File: src/rtl/core/nearest_keys_within_radius_assert.svh
// Assertion macros for the block's RTL (included by nkr_back).
`ifndef NEAREST_KEYS_WITHIN_RADIUS_ASSERT_SVH
`define NEAREST_KEYS_WITHIN_RADIUS_ASSERT_SVH
// Implication checked on every clock edge outside reset.
`define NKR_ASSERT_IMP(label, clk, rst_n, ante, cons, msg) \
	label: assert property (@(posedge clk) disable iff (!rst_n) (ante) |-> (cons)) \
		else $error(msg);
// Implication whose consequent is checked in the next cycle.
`define NKR_ASSERT_NEXT(label, clk, rst_n, ante, cons, msg) \
	label: assert property (@(posedge clk) disable iff (!rst_n) (ante) |=> (cons)) \
		else $error(msg);
`endif

File: src/rtl/core/nkr_pkg.sv
// ---------------------------------------------------------------------------
// nkr_pkg
// Types and constants shared by the nearest-key search block.
// ---------------------------------------------------------------------------
package nkr_pkg;
	localparam int CODE_BITS = 8;
	localparam int DIST_BITS = 27;
	localparam int RANK_BITS = 3;
	localparam int PICK_BITS = 4;
	localparam int SLOT_BITS = 5;
	localparam int CFG_IDX_BITS = 1;
	localparam int CFG_DATA_BITS = 27;
	localparam logic [CFG_IDX_BITS-1:0] REG_RADIUS_SQ = 1'b0;
	localparam logic [CFG_IDX_BITS-1:0] REG_PICK_COUNT = 1'b1;
	localparam logic [DIST_BITS-1:0] DIST_MAX = {DIST_BITS{1'b1}};
	localparam logic [PICK_BITS-1:0] PICK_RESET = 4'd3;

	typedef struct packed {
		logic [CODE_BITS-1:0] code;
		logic [DIST_BITS-1:0] sq_dist;
		logic [RANK_BITS-1:0] rank;
		logic empty_res;
		logic last;
	} result_t;
endpackage

File: src/rtl/core/nkr_ram.sv
// ---------------------------------------------------------------------------
// nkr_ram
// Generic single-write, single-read RAM with registered read data.
// ---------------------------------------------------------------------------
module nkr_ram #(
	parameter int WIDTH = 8,
	parameter int DEPTH = 32
) (
	input  logic                     clk,
	input  logic                     we,
	input  logic [$clog2(DEPTH)-1:0] waddr,
	input  logic [WIDTH-1:0]         wdata,
	input  logic [$clog2(DEPTH)-1:0] raddr,
	output logic [WIDTH-1:0]         rdata
);
	logic [WIDTH-1:0] mem_q [DEPTH];

	always_ff @(posedge clk) begin
		if (we) begin
			mem_q[waddr] <= wdata;
		end
		rdata <= mem_q[raddr];
	end
endmodule

File: src/rtl/core/nkr_front.sv
// ---------------------------------------------------------------------------
// nkr_front
// Request intake: applies loads to the slot table, queues queries.
// ---------------------------------------------------------------------------
module nkr_front #(
	parameter int NUM_SLOTS = 32,
	parameter int COORD_BITS = 13
) (
	input  logic                  clk,
	input  logic                  arst_n,
	input  logic                  valid,
	output logic                  ready,
	input  logic                  kind,
	input  logic [4:0]            slot,
	input  logic                  slot_used,
	input  logic [7:0]            key_code,
	input  logic [12:0]           key_x,
	input  logic [12:0]           key_y,
	input  logic [12:0]           point_x,
	input  logic [12:0]           point_y,
	// slot table write side
	output logic                  tbl_we,
	output logic [$clog2(NUM_SLOTS)-1:0] tbl_waddr,
	output logic [7:0]            tbl_code,
	output logic [COORD_BITS-1:0] tbl_x,
	output logic [COORD_BITS-1:0] tbl_y,
	output logic [NUM_SLOTS-1:0]  present,
	// query queue toward the back end
	output logic                  q_valid,
	input  logic                  q_ready,
	output logic [COORD_BITS-1:0] q_px,
	output logic [COORD_BITS-1:0] q_py
);
	localparam int AW = $clog2(NUM_SLOTS);
	localparam int QD = 2;

	logic [COORD_BITS-1:0] qx_q [QD];
	logic [COORD_BITS-1:0] qy_q [QD];
	logic                  wp_q, rp_q;
	logic [1:0]            cnt_q;
	logic                  push, pop, in_range;
	logic [NUM_SLOTS-1:0]  present_q;
	logic                  q_valid_busy;

	// Loads go straight to the table; the back end never reads while a
	// load could race it, since loads wait while a query is queued or running.
	assign ready = (kind == 1'b0) ? !q_valid_busy : (cnt_q != 2'(QD));
	assign q_valid_busy = (cnt_q != 2'd0) || q_ready == 1'b0;

	assign in_range = ({3'd0, slot} < 8'(NUM_SLOTS)) || (NUM_SLOTS > 32);
	assign tbl_we = valid && ready && !kind && in_range;
	assign tbl_waddr = AW'(slot);
	assign tbl_code = key_code;
	assign tbl_x = COORD_BITS'(key_x);
	assign tbl_y = COORD_BITS'(key_y);
	assign present = present_q;

	assign push = valid && ready && kind;
	assign pop = q_valid && q_ready;
	assign q_valid = cnt_q != 2'd0;
	assign q_px = qx_q[rp_q];
	assign q_py = qy_q[rp_q];

	always_ff @(posedge clk or negedge arst_n) begin
		if (!arst_n) begin
			present_q <= '0;
			wp_q <= 1'b0;
			rp_q <= 1'b0;
			cnt_q <= 2'd0;
		end else begin
			if (tbl_we) begin
				present_q[tbl_waddr] <= slot_used;
			end
			if (push) begin
				wp_q <= !wp_q;
			end
			if (pop) begin
				rp_q <= !rp_q;
			end
			cnt_q <= cnt_q + {1'b0, push} - {1'b0, pop};
		end
	end

	always_ff @(posedge clk) begin
		if (push) begin
			qx_q[wp_q] <= COORD_BITS'(point_x);
			qy_q[wp_q] <= COORD_BITS'(point_y);
		end
	end
endmodule

File: src/rtl/core/nkr_back.sv
// ---------------------------------------------------------------------------
// nkr_back
// Query engine: walks the slots, keeps a sorted top-k list, emits results.
// ---------------------------------------------------------------------------
`include "nearest_keys_within_radius_assert.svh"
module nkr_back #(
	parameter int NUM_SLOTS = 32,
	parameter int MAX_PICK = 8,
	parameter int COORD_BITS = 13
) (
	input  logic                          clk,
	input  logic                          arst_n,
	input  logic                          q_valid,
	output logic                          q_ready,
	input  logic [COORD_BITS-1:0]         q_px,
	input  logic [COORD_BITS-1:0]         q_py,
	input  logic [NUM_SLOTS-1:0]          present,
	input  logic [nkr_pkg::DIST_BITS-1:0] radius_sq,
	input  logic [nkr_pkg::PICK_BITS-1:0] pick_count,
	output logic [$clog2(NUM_SLOTS)-1:0]  tbl_raddr,
	input  logic [7:0]                    tbl_code,
	input  logic [COORD_BITS-1:0]         tbl_x,
	input  logic [COORD_BITS-1:0]         tbl_y,
	output logic                          out_valid,
	input  logic                          out_ready,
	output nkr_pkg::result_t              out_res
);
	import nkr_pkg::*;
	localparam int AW = $clog2(NUM_SLOTS);
	localparam int LW = $clog2(MAX_PICK + 1);
	localparam int IW = (MAX_PICK > 1) ? $clog2(MAX_PICK) : 1;
	localparam int SW = 2 * COORD_BITS + 1;

	typedef enum logic [3:0] {
		ST_IDLE = 4'b0001,
		ST_SCAN = 4'b0010,
		ST_EMIT = 4'b0100,
		ST_DONE = 4'b1000
	} state_t;

	state_t                state_q;
	logic [COORD_BITS-1:0] px_q, py_q;
	logic [AW:0]           rd_q;      // address issued
	logic                  v_s1, v_s2;
	logic                  pres_s1, pres_s2;
	logic [7:0]            code_s2, code_s3;
	logic [COORD_BITS-1:0] dx_s2, dy_s2;
	logic [SW-1:0]         sq_s3;
	logic                  v_s3, ok_s3;
	logic [LW-1:0]         lim_q, n_q, oi_q;
	logic [7:0]            lc_q [MAX_PICK];
	logic [DIST_BITS-1:0]  ld_q [MAX_PICK];
	logic [DIST_BITS-1:0]  dist_s3;
	logic [MAX_PICK-1:0]   beat;
	logic                  scan_end;
	logic [LW-1:0]         lim_c;
	logic                  hit_s3;

	assign q_ready = state_q == ST_IDLE;
	assign tbl_raddr = rd_q[AW-1:0];
	assign lim_c = ({2'b0, pick_count} > 6'(MAX_PICK)) ? LW'(MAX_PICK)
		: LW'(pick_count);
	assign dist_s3 = (sq_s3 > SW'(DIST_MAX)) ? DIST_MAX : DIST_BITS'(sq_s3);
	assign scan_end = rd_q == (AW+1)'(NUM_SLOTS) && !v_s1 && !v_s2 && !v_s3;
	// A present slot inside the radius, with a pick limit of at least one.
	assign hit_s3 = v_s3 && ok_s3 && dist_s3 <= radius_sq && lim_q != '0;

	// Candidate beats entry i if nearer, or equal and higher code; an entry
	// that came earlier wins a full tie, so lower slots stay ahead.
	always_comb begin
		for (int i = 0; i < MAX_PICK; i++) begin
			beat[i] = (LW'(i) < n_q) && ((dist_s3 < ld_q[i]) ||
				(dist_s3 == ld_q[i] && code_s3 > lc_q[i]));
			if (LW'(i) >= n_q) begin
				beat[i] = 1'b1;
			end
		end
	end

	always_ff @(posedge clk or negedge arst_n) begin
		if (!arst_n) begin
			state_q <= ST_IDLE;
			rd_q <= '0;
			v_s1 <= 1'b0;
			v_s2 <= 1'b0;
			v_s3 <= 1'b0;
			n_q <= '0;
			oi_q <= '0;
			lim_q <= '0;
		end else begin
			v_s1 <= 1'b0;
			v_s2 <= v_s1;
			v_s3 <= v_s2;
			unique case (state_q)
				ST_IDLE: begin
					if (q_valid) begin
						state_q <= ST_SCAN;
						rd_q <= '0;
						n_q <= '0;
						oi_q <= '0;
						lim_q <= lim_c;
					end
				end
				ST_SCAN: begin
					if (rd_q != (AW+1)'(NUM_SLOTS)) begin
						v_s1 <= 1'b1;
						rd_q <= rd_q + 1'b1;
					end
					if (hit_s3) begin
						if (n_q != lim_q) begin
							n_q <= n_q + 1'b1;
						end
					end
					if (scan_end) begin
						state_q <= ST_EMIT;
					end
				end
				ST_EMIT: begin
					if (out_ready || !out_valid) begin
						state_q <= ST_DONE;
					end
				end
				ST_DONE: begin
					if (out_ready) begin
						if (out_res.last) begin
							state_q <= ST_IDLE;
						end else begin
							oi_q <= oi_q + 1'b1;
						end
					end
				end
				default: state_q <= ST_IDLE;
			endcase
		end
	end

	always_ff @(posedge clk) begin
		if (state_q == ST_IDLE) begin
			px_q <= q_px;
			py_q <= q_py;
		end
		pres_s1 <= present[rd_q[AW-1:0]];
		pres_s2 <= pres_s1;
		code_s2 <= tbl_code;
		code_s3 <= code_s2;
		dx_s2 <= (px_q > tbl_x) ? px_q - tbl_x : tbl_x - px_q;
		dy_s2 <= (py_q > tbl_y) ? py_q - tbl_y : tbl_y - py_q;
		sq_s3 <= SW'(dx_s2 * dx_s2) + SW'(dy_s2 * dy_s2);
		ok_s3 <= pres_s2;
		if (hit_s3) begin
			// insert into the sorted list, shifting the tail down
			for (int i = MAX_PICK - 1; i >= 0; i--) begin
				if (beat[i]) begin
					if (i == 0 || !beat[(i == 0) ? 0 : i-1]) begin
						lc_q[i] <= code_s3;
						ld_q[i] <= dist_s3;
					end else begin
						lc_q[i] <= lc_q[(i == 0) ? 0 : i-1];
						ld_q[i] <= ld_q[(i == 0) ? 0 : i-1];
					end
				end
			end
		end
	end

	always_comb begin
		out_valid = state_q == ST_DONE;
		if (n_q == '0) begin
			out_res = '{code: '0, sq_dist: '0, rank: '0, empty_res: 1'b1, last: 1'b1};
		end else begin
			out_res.code = lc_q[IW'(oi_q)];
			out_res.sq_dist = ld_q[IW'(oi_q)];
			out_res.rank = RANK_BITS'(oi_q);
			out_res.empty_res = 1'b0;
			out_res.last = (oi_q + 1'b1) == n_q;
		end
	end

	`NKR_ASSERT_IMP(a_count_bound, clk, arst_n, 1'b1, n_q <= lim_q, "list overflow")
	`NKR_ASSERT_IMP(a_emit_in_list, clk, arst_n, out_valid && n_q != '0, oi_q < n_q, "bad index")
	`NKR_ASSERT_NEXT(a_hold, clk, arst_n, out_valid && !out_ready, out_valid && $stable(oi_q), "emit moved")
endmodule

File: src/rtl/core/nearest_keys_within_radius.sv
// ---------------------------------------------------------------------------
// nearest_keys_within_radius
// Key table with nearest-first radius search over the stored key centers.
// ---------------------------------------------------------------------------
// A load request writes one slot straight into the table. A query request is
// queued (two deep) and then walks all NUM_SLOTS slots through one
// registered-read table port and a three-stage distance pipe, inserting each
// hit into a sorted MAX_PICK list, then gives one result per cycle while the
// receiver is ready (one up to pick_count, at most MAX_PICK). The slot walk
// sets the rate; a new query starts only after the last result is taken.
// Loads wait while a query is queued or running so that the table stays stable.
module nearest_keys_within_radius #(
	parameter int NUM_SLOTS = 32,
	parameter int MAX_PICK = 8,
	parameter int COORD_BITS = 13
) (
	input  logic        clk,
	input  logic        arst_n,
	input  logic        in_valid,
	output logic        in_ready,
	input  logic        kind,
	input  logic [4:0]  slot,
	input  logic        slot_used,
	input  logic [7:0]  key_code,
	input  logic [12:0] key_x,
	input  logic [12:0] key_y,
	input  logic [12:0] point_x,
	input  logic [12:0] point_y,
	input  logic        cfg_valid,
	output logic        cfg_ready,
	input  logic [nkr_pkg::CFG_IDX_BITS-1:0]  cfg_index,
	input  logic [nkr_pkg::CFG_DATA_BITS-1:0] cfg_data,
	output logic        out_valid,
	input  logic        out_ready,
	output logic [7:0]  found_code,
	output logic [26:0] found_dist_sq,
	output logic [2:0]  rank,
	output logic        empty_res,
	output logic        last
);
	import nkr_pkg::*;
	localparam int AW = $clog2(NUM_SLOTS);

	logic [DIST_BITS-1:0]  radius_q;
	logic [PICK_BITS-1:0]  pick_q;
	logic                  we;
	logic [AW-1:0]         waddr, raddr;
	logic [7:0]            wcode, rcode;
	logic [COORD_BITS-1:0] wx, wy, rx, ry, qpx, qpy;
	logic [NUM_SLOTS-1:0]  present;
	logic                  qv, qr;
	result_t               res;

	// Hold config; taken any cycle.
	assign cfg_ready = 1'b1;
	always_ff @(posedge clk or negedge arst_n) begin
		if (!arst_n) begin
			radius_q <= '0;
			pick_q <= PICK_RESET;
		end else if (cfg_valid) begin
			unique case (cfg_index)
				REG_RADIUS_SQ:  radius_q <= cfg_data;
				REG_PICK_COUNT: pick_q <= cfg_data[PICK_BITS-1:0];
				default: ;
			endcase
		end
	end

	nkr_front #(.NUM_SLOTS(NUM_SLOTS), .COORD_BITS(COORD_BITS)) u_front (
		.clk, .arst_n, .valid(in_valid), .ready(in_ready), .kind, .slot, .slot_used,
		.key_code, .key_x, .key_y, .point_x, .point_y,
		.tbl_we(we), .tbl_waddr(waddr), .tbl_code(wcode), .tbl_x(wx), .tbl_y(wy),
		.present, .q_valid(qv), .q_ready(qr), .q_px(qpx), .q_py(qpy)
	);

	nkr_ram #(.WIDTH(8), .DEPTH(NUM_SLOTS)) u_code (
		.clk, .we, .waddr, .wdata(wcode), .raddr, .rdata(rcode));
	nkr_ram #(.WIDTH(COORD_BITS), .DEPTH(NUM_SLOTS)) u_x (
		.clk, .we, .waddr, .wdata(wx), .raddr, .rdata(rx));
	nkr_ram #(.WIDTH(COORD_BITS), .DEPTH(NUM_SLOTS)) u_y (
		.clk, .we, .waddr, .wdata(wy), .raddr, .rdata(ry));

	nkr_back #(.NUM_SLOTS(NUM_SLOTS), .MAX_PICK(MAX_PICK), .COORD_BITS(COORD_BITS)) u_back (
		.clk, .arst_n, .q_valid(qv), .q_ready(qr), .q_px(qpx), .q_py(qpy),
		.present, .radius_sq(radius_q), .pick_count(pick_q),
		.tbl_raddr(raddr), .tbl_code(rcode), .tbl_x(rx), .tbl_y(ry),
		.out_valid, .out_ready, .out_res(res)
	);

	assign found_code = res.code;
	assign found_dist_sq = res.sq_dist;
	assign rank = res.rank;
	assign empty_res = res.empty_res;
	assign last = res.last;
endmodule

File: config.mk
export PLATFORM = sky130hd
export DESIGN_NAME = nearest_keys_within_radius
export DESIGN_NICKNAME = d
export VERILOG_FILES = /design/src/rtl/core/nkr_pkg.sv /design/src/rtl/core/nkr_ram.sv /design/src/rtl/core/nkr_front.sv /design/src/rtl/core/nkr_back.sv /design/src/rtl/core/nearest_keys_within_radius.sv
export VERILOG_INCLUDE_DIRS = /design/src /design/src/rtl/core
export SDC_FILE = /design/constraint.sdc
export NUM_CORES = 2
export LEC_CHECK = 0
export BUFFER_PORTS_ARGS = -buffer_cell sky130_fd_sc_hd__buf_2
export CORE_ASPECT_RATIO = 2
export CORE_MARGIN = 4
export CORE_UTILIZATION = 60
export CTS_BUF_LIST = sky130_fd_sc_hd__clkbuf_4
export CTS_CLUSTER_DIAMETER = 120
export CTS_CLUSTER_SIZE = 25
export DETAILED_ROUTE_END_ITERATION = 8
export PLACE_DENSITY = 0.77
export SYNTH_ARGS = -nofsm -noshare
export SYNTH_HDL_FRONTEND = slang
export SYNTH_SLANG_ARGS = --single-unit
File: constraint.sdc
create_clock -name clk -period 7.2 [get_ports clk]
set_clock_uncertainty 0.05 [all_clocks]
set_input_delay 1.44 -clock clk [delete_from_list [all_inputs] [get_ports clk]]
set_output_delay 1.44 -clock clk [all_outputs]
set_load 0.03 [all_outputs]
---- Word level (Yosys, flattened, before mapping) ----
Memories as Yosys holds them, arrays and structs flattened. A register that Yosys moved wholly into a read port is not among the register bits.
Cells that the tools add are included.
word-level totals
  memories kept ........................... 7
  output and inout bits ................... 43
  memory bits (writable) .................. 1420
  input bits .............................. 100
  word-level logic and storage cells ...... 293
  flip-flop bits (word level) ............. 164
cells by class
  order comparisons ....................... 40
  mux-type cells .......................... 113
  multipliers ............................. 2
  equal/unequal tests ..................... 26
  reductions and logical operators ........ 57
  add/sub/neg operators ................... 10
  bitwise gates (word level) .............. 16
memory list
  memory           words  width  read ports  clocked after memory_dff  write ports  RTL line         RTL
  u_x.mem_q        32     13     1           1                         1            nkr_ram.sv:16    logic [WIDTH-1:0] mem_q [DEPTH];
  u_y.mem_q        32     13     1           1                         1            nkr_ram.sv:16
  u_code.mem_q     32     8      1           1                         1            nkr_ram.sv:16
  u_back.ld_q      8      27     9           0                         8            nkr_back.sv:52   logic [DIST_BITS-1:0] ld_q [MAX_PICK];
  u_back.lc_q      8      8      9           0                         8            nkr_back.sv:51   logic [7:0] lc_q [MAX_PICK];
  u_front.qx_q     2      13     1           1                         1            nkr_front.sv:37  logic [COORD_BITS-1:0] qx_q [QD];
  1 more memories  --     --     --          --                        --           --
operator list
  cell                                                                                 number
  27-bit == test                                                                       8
  27-bit < comparator                                                                  8
  27-bit two-way mux                                                                   8
  1-bit two-way mux                                                                    75
  8-bit greater-than comparator                                                        8
  8-bit two-way mux                                                                    7
  13-bit by 13-bit multiplier with 26-bit output                                       2
  13-bit subtractor                                                                    4
  4-bit two-way mux                                                                    11
  40-bit two-way mux                                                                   1
  32-bit bitwise mux                                                                   1
  26-bit by 26-bit adder with 27-bit output                                            1
  27-bit greater-than comparator (second input constant)                               1
  27-bit <= comparator                                                                 1
  1-bit logical AND                                                                    27
  13-bit greater-than comparator                                                       2
  13-bit two-way mux                                                                   2
  3-bit by 4-bit greater-or-equal comparator with 1-bit output (first input constant)  4
  3-bit by 4-bit < comparator with 1-bit output (first input constant)                 4
  4-bit one-hot mux with 2 select lines                                                2
  4-bit one-hot mux with 4 select lines                                                1
  1-bit bitwise OR                                                                     14
  5-bit by 6-bit < comparator with 1-bit output (second input constant)                2
  6-bit two-way mux                                                                    2
  33 further kinds                                                                     68

---- Depth between registers and ports, before layout ----
  depth after elaboration ................. 12
  gate-level depth with buffers ........... 27
  mapped depth without buffers ............ 26

---- Cells and area by module ----
Synthesis repeated with hierarchy kept, for this count alone.
second synthesis, totals
  cell total of the unflattened synthesis .. 6066
  area, all modules ....................... 85662.2 um^2
by module, submodules not included
  module                      cells an instance  area an instance (um^2)  instances  sequential area each (um^2)
  nkr_back                    3439               37004.2                  1          11257.0
  nkr_ram at u_x ...          936                16728.5                  2          12752.2
  nkr_ram at u_code           417                10053.4                  1          7847.5
  nkr_front                   269                3865.0                   1          2462.4
  nearest_keys_within_radius  69                 1282.5                   1          778.2

---- Least setup slack after synthesis ----
Ideal clock, no wire load.
  path kind ............................... register -> register
  from .................................... reg u_back.dx_s2[8]
  to ...................................... reg u_back.sq_s3[23]
  data required time ...................... 7.078 ns
  cell stages (with the launch flop) ...... 26
  library setup time ...................... 0.072 ns
  data arrival time ....................... 6.418 ns
  path slack .............................. 0.659 ns
  path buffers ............................ 2
  clock period less this slack ............ 6.541 ns
  cell sequence ........................... dfxtp_1 -> clkbuf_1 -> inv_1 -> nor2_1 -> fa_1 -> fa_1 -> inv_1 -> fa_1 -> inv_1 -> fa_1 -> fa_1 -> fa_1 -> inv_1 -> fa_1 -> inv_1 -> ha_1 -> clkbuf_1 -> and4_1 -> a211oi_1 -> o21ai_1 -> a221oi_1 -> a21oi_1 -> o21ai_1 -> nand2b_1 -> a21oi_1 -> xnor2_1
on the way
  longest elaborated chain between the ends .. 2
RTL lines
  element                                         RTL line         RTL
  from (decl)                                     nkr_back.sv:47   logic [COORD_BITS-1:0] dx_s2, dy_s2;
  from (signal assigned)                          nkr_back.sv:146  dx_s2 <= (px_q > tbl_x) ? px_q - tbl_x : tbl_x - px_q;
  13-bit by 13-bit multiplier with 26-bit output  nkr_back.sv:148  sq_s3 <= SW'(dx_s2 * dx_s2) + SW'(dy_s2 * dy_s2);
  26-bit by 26-bit adder with 27-bit output       nkr_back.sv:148
  to (signal assigned)                            nkr_back.sv:148
  to (decl)                                       nkr_back.sv:48   logic [SW-1:0] sq_s3;
No other way between the ends.
A chain may end at the register's enable or synchronous reset.

---- Worst setup path in the final report ----
  from .................................... reg u_back.dx_s2[9]
  to ...................................... reg u_back.sq_s3[26]
The elaborated chain is that of the path after synthesis.

==> out/metrics.csv <==
metric;value;unit
fill_cells;10000;
ys_top_cells_by_area;edfxtp_1, mux4_2, ha_1, fa_1, inv_1;
cts_sinks;1644;
syn-cell-area;0.0832;mm2
synthCells;5305;
area_growth;5.64;%
finalWorstSetupSlack;0.221;ns
path_clk_slew;0.34;ns
grt_pass1_vias;49200;
r2r_cells;23;
gp_congestion;0.956;
post_drt_wl_per_cell;28.9;um
track_usage;29.6;%
wirelength;213000;um
io_buffers;141;
htreeDepth;3;
pre_cts_ws;0.307;ns
clock.fmax;0.143;GHz
overflow;0;
rsz0062_at_grt;no;
final_common_cell;edfxtp_1;
crit_type;reg2reg;
synth_seq_cells;1644;
hold_class;reg2reg;
async_reset_ff_share;5.60;%
crit_chain;buf_4 > nand2_1 > fa_1 > inv_1 > fa_1 > fa_1 > fa_1 > fa_1 > fa_1 > inv_1 > fa_1 > inv_1 > ha_1 > a21o_1 > a21oi_1 > o21bai_1 > a21o_1 > a21o_1 > a41o_1 > nand2_1 > a21bo_2 > nor2_1 > a211o_1;
wl_met1;66300;um
final_layout_size_suffix_gt1_share;19.7;%
ant_nets;0;
final_cell_mix;edfxtp_1, inv_1, ha_1, mux4_2, fa_1;
final_util;63.7;%
hold_path_depth;0;
firstDrtPassIters;5;
drv_slew;0;
nets;6267;
max_cap_violations;0;
synth_top_area_share;52.2;%
cp_data_arrival_time;7.99;ns
crit_path_max_fanout;7;
setup_viol;0;
num_vias;46100;
die_y;535;um
crit_path_max_incr_delay;0.60;ns
r2r_setup_slack;0.22;ns
min_to;u_back.code_s2[4];
cp_slowest_cell;fa_1;
tightest_slew;1.41;ns
syn_area_per_cell;15.7;um2
cp-end-kind;register;
cts_tree;done;
r2r_end;u_back.sq_s3[26];
dp_hpwl;149000;um
rows;193;
yosysSeqAreaShare;57.5;%
synth_edf_count;1446;
worstPathRequired;8.21;ns
startpoint_type;register;
synth_fp_nets;6142;
io_pins;143;
ys_types;73;
outcome;complete, no violations;
drt_iter0_drc;3892;
reg2reg_from;u_back.dx_s2[9];
relSlewSlack;4.81;%
synth_flop_cell;edfxtp_1;
start_util;60.3;%
die_w;271;um
cts_buffers;76;
antenna_found_initial;18;
drcViolationCount;0;
grt_max_degree;126;
grt_pass1_wl;313000;um
highest_layer;met5;
clockRootBuffer;clkbuf_4;
period_share;96.9;%
wl_met3;10800;um
post_cts_buffers;0;
yosysWarnings;0;
clock_path_buffers;3;
clkLatencyLatePin;1.22;ns
drt-vias-per-instance;6.26;
crit_top_cell;fa_1;
wl_met2;117000;um
crit_start;u_back.dx_s2[9];
tns;0;ns
fp.coreArea;0.138;mm2
dieArea;0.145;mm2
synth_top_cell_by_area;edfxtp_1;
min_from;u_code.rdata[4];
finalHoldViolCount;0;
final_period_minus_worst_setup_slack;6.98;ns
-- worst max-delay path by stage --
stage                                  end  slack [ns]  depth (start not counted)
after floorplan           u_back.sq_s3[23]        0.66                         25
after global placement    u_back.sq_s3[26]        0.45                         22
after detailed placement  u_back.sq_s3[26]        0.31                         22
after CTS                 u_back.sq_s3[26]        0.20                         22
after global routing      u_back.sq_s3[26]       0.009                         24
final                     u_back.sq_s3[26]        0.22                         23
-- sequential cells by signal, indices dropped and copies added, names as in the netlist, 6 cells and up --
signal           flops
radius_q            27
u_back.code_s2       8
u_back.code_s3       8
u_back.dx_s2        13
u_back.dy_s2        13
u_back.lc_q         64
u_back.ld_q        216
u_back.px_q         13
u_back.py_q         13
u_back.rd_q          6
u_back.sq_s3        27
u_code.mem_q       256
u_code.rdata         8
u_front.present     32
u_front.qx_q        26
u_front.qy_q        26
u_x.mem_q          416
u_x.rdata           13
u_y.mem_q          416
u_y.rdata           13
-- cells by family after synthesis --
family / count (synthesis) / synth area share (%)
other: 2 / 0.00902
multiplexers: 828 / 16.8
adder cells (fa/ha/maj): 737 / 13.3
XOR/XNOR: 74 / 0.779
AND/OR/NAND/NOR: 627 / 3.79
AO/OA/AOI/OAI: 455 / 3.49
buffers and inverters: 938 / 4.32
flip-flops: 1644 / 57.5
-- Yosys cell counts (all sizes together), types with 69 or more instances --
cell       n
and2      73
nor2     139
fa       248
a21o     102
dfxtp    106
edfxtp  1446
a21oi    126
clkbuf   146
nand2    168
mux4     420
mux2     355
buf       69
dfrtp     89
inv      722
ha       489
o21ai    117
-- final cells by class --
| class | instances | area [um2] | share of cell area (%) |
|---|---|---|---|
| clock inverters | 7 | 96.3 | 0.110 |
| diodes | 19 | 47.5 | 0.0541 |
| well taps | 1852 | 2320 | 2.64 |
| inverters | 723 | 2710 | 3.09 |
| flip-flops and latches | 1644 | 47900 | 54.5 |
| clock buffers | 135 | 1010 | 1.15 |
| repair buffers | 262 | 1690 | 1.93 |
| multi-input cells | 2723 | 32200 | 36.6 |
-- metal layers --
metal,vias up,track usage [%]
met5,-,0
met4,6,20.7
met2,1736,55.2
met1,23900,30.6
li1,19900,-
met3,619,3.59
-- timing repair --
action                     CTS  global route
hold buffers                 1             0
hold endpoints to repair    21             0
setup endpoints to repair    0             4
resized for setup            0             6
-- worst max-delay path: cells and delay by family, from the launching register on --
family,cells,cell delay (ns)
AND/OR/NAND/NOR,3,0.23
buffers and inverters,4,0.38
adder cells (fa/ha/maj),8,3.97
flip-flops,1,0.57
AO/OA/AOI/OAI,8,1.64
-- stage by stage --
step	cell area [um2]	hold WS (ns)	cells
detailed placement	86700	0.262	7203
floorplan	83200	0.260	5305
global placement	86700	0.263	7203
CTS	87900	0.271	7346
global route	87900	0.279	7357
finish	87900	0.297	7365
Power is left out: the tool's default activity adds up to more than one toggle a clock period on the data nets, which glitch-free logic cannot reach.
